File: src/rtl/core/sau_pkg.sv
`timescale 1ns / 1ps
// ----------------------------------------------------------------------------
// sau_pkg - shared types and helpers of the scroll address unit
// Beat codes, result struct and the coarse X / coarse Y stepping functions.
// ----------------------------------------------------------------------------
package sau_pkg;

   // default parameter values
   localparam int LINE_WIDTH_DEF     = 256;
   localparam int NAMETABLE_BASE_DEF = 8192;

   // field widths
   localparam int ADDR_W  = 15;
   localparam int LINE_W  = 9;
   localparam int DOT_W   = 9;
   localparam int FETCH_W = 14;
   localparam int FINE_W  = 3;
   localparam int SHIFT_W = 3;

   // dot positions and lines with special updates
   localparam logic [DOT_W-1:0]  DOT_INC_Y    = 9'd256;
   localparam logic [DOT_W-1:0]  DOT_HORZ     = 9'd257;
   localparam logic [DOT_W-1:0]  DOT_VERT     = 9'd304;
   localparam logic [DOT_W-1:0]  DOT_LAST     = 9'd340;
   localparam logic [LINE_W-1:0] LINE_VISIBLE = 9'd240;
   localparam logic [LINE_W-1:0] LINE_PRE     = 9'd261;

   // copy masks
   localparam logic [ADDR_W-1:0] MASK_HORZ_KEEP = 15'h7BE0;
   localparam logic [ADDR_W-1:0] MASK_HORZ_COPY = 15'h041F;
   localparam logic [ADDR_W-1:0] MASK_VERT_KEEP = 15'h041F;
   localparam logic [ADDR_W-1:0] MASK_VERT_COPY = 15'h7BE0;

   localparam logic [FETCH_W-1:0] ATTR_BASE = 14'h23C0;
   localparam logic [4:0]         COARSE_Y_LAST_ROW = 5'd29;
   localparam logic [4:0]         COARSE_Y_MAX      = 5'd31;

   // item kinds
   typedef enum logic [2:0] {
      ACT_TICK      = 3'd0,
      ACT_LINE      = 3'd1,
      ACT_WRITE_V   = 3'd2,
      ACT_WRITE_T   = 3'd3,
      ACT_WRITE_FX  = 3'd4,
      ACT_CONTROL   = 3'd5
   } action_type;

   // configuration register indexes
   localparam logic CSR_BG_ENABLE  = 1'b0;
   localparam logic CSR_SPR_ENABLE = 1'b1;

   // one result beat
   typedef struct packed {
      logic [SHIFT_W-1:0] attr_shift;
      logic [FETCH_W-1:0] attr_addr;
      logic [FETCH_W-1:0] name_addr;
      logic               tile_fetch;
      logic [DOT_W-1:0]   dot_count;
      logic [ADDR_W-1:0]  tmp_addr;
      logic [ADDR_W-1:0]  cur_addr;
   } result_type;

   // coarse X step, wrapping into the neighbor nametable
   function automatic logic [ADDR_W-1:0] next_coarse_x(input logic [ADDR_W-1:0] v);
      logic [ADDR_W-1:0] r;
      r = v;
      if (v[4:0] == 5'h1F) begin
         r[4:0] = 5'd0;
         r[10]  = ~v[10];
      end else begin
         r = v + 15'd1;
      end
      return r;
   endfunction

   // fine Y / coarse Y step, wrapping into the vertical nametable at row 29
   function automatic logic [ADDR_W-1:0] next_coarse_y(input logic [ADDR_W-1:0] v);
      logic [ADDR_W-1:0] r;
      r = v;
      if (v[14:12] != 3'd7) begin
         r[14:12] = v[14:12] + 3'd1;
      end else begin
         r[14:12] = 3'd0;
         if (v[9:5] == COARSE_Y_LAST_ROW) begin
            r[9:5] = 5'd0;
            r[11]  = ~v[11];
         end else if (v[9:5] == COARSE_Y_MAX) begin
            r[9:5] = 5'd0;
         end else begin
            r[9:5] = v[9:5] + 5'd1;
         end
      end
      return r;
   endfunction

endpackage

File: src/rtl/core/sau_state.sv
`timescale 1ns / 1ps
// ----------------------------------------------------------------------------
// sau_state - scroll registers and their per-beat update
// Holds v, t, fine X, dot counter, column phase/cursor and the enables;
// computes the result of each accepted beat from the updated state.
// ----------------------------------------------------------------------------
module sau_state #(
   parameter int LINE_WIDTH     = sau_pkg::LINE_WIDTH_DEF,
   parameter int NAMETABLE_BASE = sau_pkg::NAMETABLE_BASE_DEF
) (
   input  logic                        clock,
   input  logic                        reset,
   input  logic                        csr_write,
   input  logic                        csr_index,
   input  logic                        csr_data,
   input  logic                        beat,
   input  logic [2:0]                  action,
   input  logic [sau_pkg::LINE_W-1:0]  scanline,
   input  logic [sau_pkg::ADDR_W-1:0]  value,
   output sau_pkg::result_type         result
);
   import sau_pkg::*;

   localparam int CURSOR_W = $clog2(LINE_WIDTH + 1);
   localparam logic [CURSOR_W-1:0] CURSOR_END = CURSOR_W'(LINE_WIDTH);
   localparam logic [FETCH_W-1:0]  NT_BASE    = FETCH_W'(NAMETABLE_BASE);

   logic                 bg_enable_ff, spr_enable_ff;
   logic [ADDR_W-1:0]    v_ff, v_in;
   logic [ADDR_W-1:0]    t_ff, t_in;
   logic [FINE_W-1:0]    fine_x_ff, fine_x_in;
   logic [DOT_W-1:0]     dot_ff, dot_in;
   logic [2:0]           phase_ff, phase_in;
   logic [CURSOR_W-1:0]  cursor_ff, cursor_in;
   logic                 fetch;
   logic                 active;
   logic                 in_line;
   action_type           act;

   assign act     = action_type'(action);
   assign active  = bg_enable_ff | spr_enable_ff;
   assign in_line = cursor_ff < CURSOR_END;

   // next state for one beat
   always_comb begin
      v_in      = v_ff;
      t_in      = t_ff;
      fine_x_in = fine_x_ff;
      dot_in    = dot_ff;
      phase_in  = phase_ff;
      cursor_in = cursor_ff;
      fetch     = 1'b0;
      case (act)
         ACT_TICK: begin
            // dot-position updates are mutually exclusive
            if (dot_ff == DOT_INC_Y && active && scanline < LINE_VISIBLE) begin
               v_in = next_coarse_y(v_ff);
            end else if (dot_ff == DOT_HORZ && active && scanline < LINE_VISIBLE) begin
               v_in = (v_ff & MASK_HORZ_KEEP) | (t_ff & MASK_HORZ_COPY);
            end else if (dot_ff == DOT_VERT && active && scanline == LINE_PRE) begin
               v_in = (v_ff & MASK_VERT_KEEP) | (t_ff & MASK_VERT_COPY);
            end else if (dot_ff == DOT_LAST && scanline == LINE_PRE && bg_enable_ff) begin
               v_in = next_coarse_y(v_ff);
            end
            // column stepping, fetch every eighth pixel
            if (in_line && bg_enable_ff) begin
               if (phase_ff == 3'd0) begin
                  v_in     = next_coarse_x(v_in);
                  fetch    = 1'b1;
                  phase_in = 3'd7;
               end else begin
                  phase_in = phase_ff - 3'd1;
               end
            end
            if (in_line) begin
               cursor_in = cursor_ff + CURSOR_W'(1);
            end
            dot_in = (dot_ff == DOT_LAST) ? '0 : dot_ff + 9'd1;
         end
         ACT_LINE: begin
            phase_in  = 3'd7 - fine_x_ff;
            cursor_in = '0;
            fetch     = 1'b1;
         end
         ACT_WRITE_V:  v_in      = value;
         ACT_WRITE_T:  t_in      = value;
         ACT_WRITE_FX: fine_x_in = value[FINE_W-1:0];
         ACT_CONTROL: begin
            t_in        = t_ff;
            t_in[11:10] = value[1:0];
         end
         default: ;
      endcase
   end

   // state registers
   always_ff @(posedge clock) begin
      if (reset) begin
         v_ff      <= '0;
         t_ff      <= '0;
         fine_x_ff <= '0;
         dot_ff    <= '0;
         phase_ff  <= 3'd7;
         cursor_ff <= '0;
      end else if (beat) begin
         v_ff      <= v_in;
         t_ff      <= t_in;
         fine_x_ff <= fine_x_in;
         dot_ff    <= dot_in;
         phase_ff  <= phase_in;
         cursor_ff <= cursor_in;
      end
   end

   // enables
   always_ff @(posedge clock) begin
      if (reset) begin
         bg_enable_ff  <= 1'b0;
         spr_enable_ff <= 1'b0;
      end else if (csr_write) begin
         case (csr_index)
            CSR_BG_ENABLE:  bg_enable_ff  <= csr_data;
            CSR_SPR_ENABLE: spr_enable_ff <= csr_data;
            default: ;
         endcase
      end
   end

   // result fields from the updated v
   always_comb begin
      result.cur_addr   = v_in;
      result.tmp_addr   = t_in;
      result.dot_count  = dot_in;
      result.tile_fetch = fetch;
      result.name_addr  = NT_BASE | {2'b00, v_in[11:0]};
      result.attr_addr  = ATTR_BASE | {2'b00, v_in[11:10], 4'd0, v_in[9:7], v_in[4:2]};
      result.attr_shift = {v_in[6], v_in[1], 1'b0};
   end

endmodule

File: src/rtl/core/sau_out.sv
`timescale 1ns / 1ps
// ----------------------------------------------------------------------------
// sau_out - result register
// Holds one result beat and decouples the input side from the receiver.
// ----------------------------------------------------------------------------
module sau_out (
   input  logic                clock,
   input  logic                reset,
   input  logic                load,
   input  sau_pkg::result_type result,
   output logic                take,
   output logic                rsp_tvalid,
   input  logic                rsp_tready,
   output sau_pkg::result_type rsp_data
);
   import sau_pkg::*;

   logic       valid_ff;
   result_type data_ff;

   // room when empty or the held beat leaves this cycle
   assign take       = ~valid_ff | rsp_tready;
   assign rsp_tvalid = valid_ff;
   assign rsp_data   = data_ff;

   always_ff @(posedge clock) begin
      if (reset) begin
         valid_ff <= 1'b0;
      end else if (take) begin
         valid_ff <= load;
      end
   end

   always_ff @(posedge clock) begin
      if (take && load) begin
         data_ff <= result;
      end
   end

endmodule

File: src/rtl/core/scroll_address_unit.sv
`timescale 1ns / 1ps
// ----------------------------------------------------------------------------
// scroll_address_unit - scroll address registers of a tile display
// Tracks v / t / fine X and the dot position, emits fetch addresses per beat.
// ----------------------------------------------------------------------------
// Usage:
//  - req_ channel: one beat per item; tuser carries the item kind, tdata the
//    scanline and write value. One result beat per item on the rsp_ channel.
//  - csr_ channel: register 0 bg_enable, register 1 spr_enable; always ready.
//    Write only while no result is outstanding.
//  - Latency: the result of a beat is on rsp_ the cycle after it is taken.
//  - Throughput: one item per cycle unless rsp_ stalls; the state update and
//    address logic sit between the scroll registers and a single result register.
//  - Reset clears v, t, fine X, dot and cursor, sets the column phase to 7
//    and clears both enables and empties the result register.
//  - A stalled receiver holds the result; req_tready stays high while the
//    result register is empty or being drained, so no beat is lost.
// ----------------------------------------------------------------------------
module scroll_address_unit #(
   parameter int LINE_WIDTH     = sau_pkg::LINE_WIDTH_DEF,
   parameter int NAMETABLE_BASE = sau_pkg::NAMETABLE_BASE_DEF
) (
   input  logic        clock,
   input  logic        reset,
   input  logic        req_tvalid,
   output logic        req_tready,
   input  logic [23:0] req_tdata,   // scanline[8:0], value[23:9]
   input  logic [2:0]  req_tuser,   // action[2:0]
   output logic        rsp_tvalid,
   input  logic        rsp_tready,
   output logic [71:0] rsp_tdata,   // cur_addr[14:0], tmp_addr[29:15], dot_count[38:30],
                                    // name_addr[52:39], attr_addr[66:53], attr_shift[69:67]
   output logic [0:0]  rsp_tuser,   // tile_fetch[0]
   input  logic        csr_valid,
   output logic        csr_ready,
   input  logic [0:0]  csr_index,
   input  logic [0:0]  csr_data
);
   import sau_pkg::*;

   logic       beat;
   logic       take;
   result_type result;
   result_type held;

   assign req_tready = take;
   assign beat       = req_tvalid & take;
   assign csr_ready  = 1'b1;

   sau_state #(
      .LINE_WIDTH     (LINE_WIDTH),
      .NAMETABLE_BASE (NAMETABLE_BASE)
   ) u_state (
      .clock     (clock),
      .reset     (reset),
      .csr_write (csr_valid),
      .csr_index (csr_index[0]),
      .csr_data  (csr_data[0]),
      .beat      (beat),
      .action    (req_tuser),
      .scanline  (req_tdata[8:0]),
      .value     (req_tdata[23:9]),
      .result    (result)
   );

   sau_out u_out (
      .clock      (clock),
      .reset      (reset),
      .load       (req_tvalid),
      .result     (result),
      .take       (take),
      .rsp_tvalid (rsp_tvalid),
      .rsp_tready (rsp_tready),
      .rsp_data   (held)
   );

   // pack the result beat
   assign rsp_tdata = {2'b00, held.attr_shift, held.attr_addr, held.name_addr,
                       held.dot_count, held.tmp_addr, held.cur_addr};
   assign rsp_tuser = held.tile_fetch;

endmodule

File: config.mk
export PLATFORM = sky130hd
export DESIGN_NAME = scroll_address_unit
export DESIGN_NICKNAME = d
export VERILOG_FILES = /design/src/rtl/core/sau_pkg.sv /design/src/rtl/core/sau_state.sv /design/src/rtl/core/sau_out.sv /design/src/rtl/core/scroll_address_unit.sv
export SDC_FILE = /design/constraint.sdc
export NUM_CORES = 1
export LEC_CHECK = 0
export ABC_AREA = 0
export ABC_CLOCK_PERIOD_IN_PS = 7750
export BUFFER_PORTS_ARGS = -buffer_cell sky130_fd_sc_hd__buf_2
export CAP_MARGIN = 20
export CORE_ASPECT_RATIO = 0.9
export CORE_MARGIN = 2
export CORE_UTILIZATION = 62
export CTS_CLUSTER_DIAMETER = 30
export DETAILED_ROUTE_END_ITERATION = 6
export PLACE_DENSITY = 0.87
export SLEW_MARGIN = 20
export SYNTH_ARGS = -nofsm -noshare
export SYNTH_HDL_FRONTEND = slang
export SYNTH_HIERARCHICAL = 1
export SYNTH_SLANG_ARGS = --single-unit
File: constraint.sdc
create_clock -name clock -period 7.75 [get_ports clock]
set_clock_uncertainty 0.2 [all_clocks]
set_input_delay 0.3875 -clock clock [delete_from_list [all_inputs] [get_ports clock]]
set_output_delay 0.3875 -clock clock [all_outputs]
set_load 0.05 [all_outputs]
### After elaboration in Yosys (flattened, before gate mapping)

Cells that the tools add are included.

* reduce and logical (&&, ||, !) cells: 18
* multiplexer cells: 29
* equality and inequality tests: 16
* magnitude comparators: 2
* $add $sub $neg: 7
* bitwise logic cells: 9

Operators by type and width (number)
* 15-bit 2-to-1 mux: 7
* 15-bit case mux with 2 select lines: 2
* 9-bit == test, second input constant: 5
* 9-bit 2-to-1 mux: 3
* 5-bit 2-to-1 mux: 5
* 9-bit by 1-bit adder with 9-bit output, second input constant: 2
* 9-bit case mux with 2 select lines: 1
* 15-bit by 1-bit adder with 15-bit output, second input constant: 1
* 5-bit == test, second input constant: 3
* 11-bit by 15-bit OR with 15-bit output: 1
* 15-bit by 11-bit OR with 15-bit output: 1
* 1-bit logical AND: 10
* 9-bit by 8-bit < comparator with 1-bit output, second input constant: 1
* 9-bit < comparator, second input constant: 1
* 3-bit 2-to-1 mux: 3
* 3-bit by 2-bit == test with 1-bit output, second input constant: 2
* 3-bit == test, second input constant: 2
* 3-bit logical NOT: 2
* 3-bit case mux with 2 select lines: 1
* 2-bit AND reduction: 3
* 3-bit AND reduction: 2
* 5-bit by 1-bit adder with 5-bit output, second input constant: 1
* 1-bit 2-to-1 mux: 5
* 4-bit 2-to-1 mux: 1
* other kinds (11): 16

* bits in registers: 119
* output and inout port bits: 76
* word-level logic and storage cells: 97
* bits of input ports: 34

### Longest topological paths before layout

* word-level depth: 14
* mapped depth: 17
* depth with buffers taken out: 15

### By module

Netlist, hierarchy kept.

Modules (own cells, without submodules)
* sau_state: area each 4380.5 um2, seq. area each 1121.1 um2, cells each 573, instances 1
* sau_out: area each 2187.1 um2, seq. area each 2152.1 um2, cells each 76, instances 1
* scroll_address_unit: area each 36.3 um2, seq. area each 0.0 um2, cells each 6, instances 1

### Least setup slack after synthesis

No wires, ideal clock.

* path kind: register to register
* from: reg u_state.dot_ff[5]
* to: reg u_out.data_ff, in the netlist u_out/rsp_data[49] (data pin)
* arrival: 3823 ps
* stages on the path, launching flop included: 18
* buffers on the path: 4
* setup slack: 3476 ps
* setup time: 251 ps
* period minus slack after synthesis: 4274 ps
* path through: dfxtp_1 buf_6 or4b_4 buf_6 or3_1 clkbuf_1 nand2_1 nand2_1 ha_1 a21boi_0 ha_1 nand2b_1 a21oi_1 nand3_1 or3_1 a31oi_1 o21ai_0 buf_4

RTL lines
* start, declared: line sau_state.sv:32 `logic [DOT_W-1:0] dot_ff, dot_in;`
* start signal, assigned: line sau_state.sv:109 `dot_ff <= dot_in;`
* end signal, assigned: line sau_out.sv:36 `data_ff <= result;`
* end, declared: line sau_out.sv:19 `result_type data_ff;`

==> impl_results.md <==
- Clock Path Buffers: 2
- Ys flop type: edfxtp_1
- P_int: 1.25 mW
- Yosys top cell area share: 32.3%
- Hold Crit Class: in -> reg
- Asr flop ratio synth: 0%
- Post_cts resized: 0
- Top Usage Layer GRT: met2
- Slew headroom: 33.4%
- Initial antenna violation count: 0
- Placed cells: 836
- Number of cell rows: 35
- CTS H-tree depth: 4
- GP Congestion: 0.979
- Ranking of synthesized cells by area: edfxtp_1 32%, dfxtp_1 17%, mux2i_1 4.5%
- Final setup violating endpoints: 0
- Final #Nets: 773
- Synth Instances: 655
- Setup Buffers After CTS: 0
- Sequential share of power: 45.1%
- Net Switching: 0.472 mW
- Power per cell area: 230 nW/um2
- Data required time of the worst path: 7.68 ns
- Post-synthesis cell type count: 71
- Final min period: 4.63 ns
- Die width: 113 um
- TritonCTS Sinks: 128
- GR Overflow Total: 0
- Die H: 102 um
- Crit Path Max Fanout: 11
- Routed length per instance: 18.4 um
- CP startpoint kind: flop
- Finished Cell Area: 7490 um2
- Clock share of power: 41.4%
- Die Area: 11500 um2
- Vias per inst: 6.07
- Final WL: 16000 um
- Initial DRC count: 457
- Port Buf Inserts: 106
- Final setup margin: 3.12 ns
- Detailed Place HPWL: 11000 um
- Yosys warns: 6
- Seq/Total Area, Yosys: 49.6%
- Clk slew on worst S/H paths: 0.05 ns
- Pre-CTS WS: 3.20 ns
- Critical Path Start: u_state/dot_ff[3]$_SDFFE_PP0P_
- Mapped Avg Cell Area: 10.1 um2
- Vias in the first global route: 5095
- Logic pwr share: 13.5%
- CTS Buf Count: 17
- CTS tree: yes
- Slew of the pin with the lowest slew margin: 0.996 ns
- Sw Ratio: 27.4%
- Root Buffer Master: clkbuf_16
- Total GRT Usage: 28.5%
- Post-CTS Hold Fix Bufs: 0
- FMAX: 0.216 GHz
- Drt first pass iters: 5
- Area leader, netlist: edfxtp_1
- Worst setup EP type: flop
- # fillers: 694
- Period utilization: 59.8%
- Antenna diode count: 0
- DRC Markers: 0
- Static Leak: 3.03 nW
- Via count: 5265
- First-pass GRT wire length: 25500 um
- Seq cells post-synth: 128
- Met1 Use GR: 35.5%
- Largest net degree at the start of global routing: 72
- R2r startpoint: u_state/dot_ff[3]$_SDFFE_PP0P_
- Crit path kind: reg -> reg
- Area of the multi-input gates: 2910 um2
- Hold Crit Start: req_tvalid
- WP data arrival: 4.56 ns
- Setup tns final: 0 ns
- Max VDD drop: 0.231 mV
- Worst-Skew Late Latency: 0.40 ns
- IO Count: 110
- GR Layer Usage met2: 49.5%
- Mapped Area: 6600 um2
- Number of synthesized flops with an enable pin: 71
- Status: finished clean
- Cell area after placement: 6960 um2
- Tot Pwr: 1.72 mW
- Flip-flop and latch area: 3270 um2
- Final non-filler cell total: 868
- Min Hold Slack: 0.0472 ns
- Synth-to-Final Area Change: 13.5%
- Hold Vio Cnt, Final: 0
- Final core utilization: 72.8%
- Initial Utilization: 64.2%
- RSZ-0062 raised after global routing: false
- Maxcap violations: 0
- Met3 usage: 6.23%
- Number of antenna-violating nets in the routed design: 0
- Core ar.: 10300 um2
- Slew Viols, Final: 0
- Layout cell share with drive strength beyond 1: 22.9%
==> worst max-delay path: stages (launching register included) <==
cell	delay, ns
dfxtp_1	0.39
or4b_4	0.65
or3_1	0.60
nand2_1	0.14
nand2_1	0.09
ha_1	0.23
a21boi_0	0.14
ha_1	0.26
nand2b_1	0.23
a2111oi_2	0.45
nand3_1	0.22
or3_1	0.40
a31oi_1	0.24
o21ai_1	0.10
==> power groups by stage <==
stage               registers (mW)  logic [mW]  clock network, mW
finish                       0.776       0.233              0.712
floorplan                    0.878      0.0969                  0
global route                 0.779       0.247              0.751
detailed placement           0.789       0.231                  0
global placement             0.788       0.227                  0
CTS                          0.776       0.232              0.724
==> cells in the mapped netlist (4+ instances only) <==
library cell	count
nor2_1	74
edfxtp_1	71
nand2_1	58
dfxtp_1	57
buf_4	35
mux2i_1	30
a21oi_1	25
clkbuf_1	25
nand3_1	24
o21ai_0	23
inv_1	14
mux2_2	14
ha_1	13
nand4_1	13
nor3_1	13
xor2_1	11
o211ai_1	10
and3_1	9
nand2b_1	9
o22ai_1	9
or3_1	9
a211oi_1	7
a311oi_1	6
xnor2_1	6
nor4_1	5
o31ai_1	5
and2_1	4
conb_1	4
==> layout by cell type (no fill, tap or decap), types with 4 or more instances in the layout <==
cell | netlist | layout
nor4_1 | 5 | 5
o22ai_1 | 9 | 9
edfxtp_1 | 71 | 71
xnor2_1 | 6 | 6
and3_1 | 9 | 9
clkbuf_16 | 0 | 17
nand2_1 | 58 | 58
buf_4 | 35 | 5
dfxtp_1 | 57 | 57
nor2_1 | 74 | 74
ha_1 | 13 | 13
xor2_1 | 11 | 11
clkinvlp_4 | 0 | 4
mux2i_1 | 30 | 30
a21oi_1 | 25 | 25
or3_1 | 9 | 9
inv_1 | 14 | 14
nand2b_1 | 9 | 9
a211oi_1 | 7 | 7
o31ai_1 | 5 | 5
buf_2 | 3 | 106
a311oi_1 | 6 | 6
mux2_2 | 14 | 14
nand4_1 | 13 | 13
nor3_1 | 13 | 13
o21ai_0 | 23 | 23
nand3_1 | 24 | 24
conb_1 | 4 | 12
o211ai_1 | 10 | 10
==> metal layers <==
| layer | routed length (um) | up-vias |
|---|---|---|
| met5 | 0 | - |
| met4 | 242 | 0 |
| met3 | 969 | 26 |
| met2 | 8050 | 194 |
| met1 | 6710 | 2541 |
| li1 | - | 2504 |
==> state kept, by name (all words and copies together) (netlist names) <==
| name | flops |
|---|---|
| u_state/t_ff | 15 |
| u_state/cursor_ff | 9 |
| u_state/dot_ff | 9 |
| u_out/rsp_data | 71 |
| u_state/phase_ff | 3 |
| u_state/bg_enable_ff | 1 |
| u_state/spr_enable_ff | 1 |
| u_out/rsp_tvalid | 1 |
| u_state/fine_x_ff | 3 |
| u_state/v_ff | 15 |
==> area by class of cell <==
class                   instances  area share (%)
inverters                      14           0.701
clock inverters                12            1.27
well taps                     129            2.15
flip-flops and latches        128            43.7
repair buffers                111            7.58
multi-input cells             454            38.8
clock buffers                  20            5.83
==> path summary, 6_finish.rpt <==
path / end / slack [ns] / depth (start not counted)
max: u_out/rsp_data[12]$_DFFE_PP_ / 3.12 / 13
min: u_out/rsp_tvalid$_SDFFE_PP0P_ / 0.05 / 3
max reg2reg: u_out/rsp_data[12]$_DFFE_PP_ / 3.12 / 13
min reg2reg: u_state/fine_x_ff[1]$_SDFFE_PP0P_ / 0.30 / 2
==> cells by family after synthesis <==
logic type,synth area share [%]
adders and majority gates,2.46
other,0.227
buffers and inverters,6.88
xor gates and xnor gates,2.25
AOI/OAI and AO/OA,12.3
and+or+nand+nor,19.4
muxes,6.93
DFF,49.6
No activity file was read; power rests on OpenSTA's default activity.
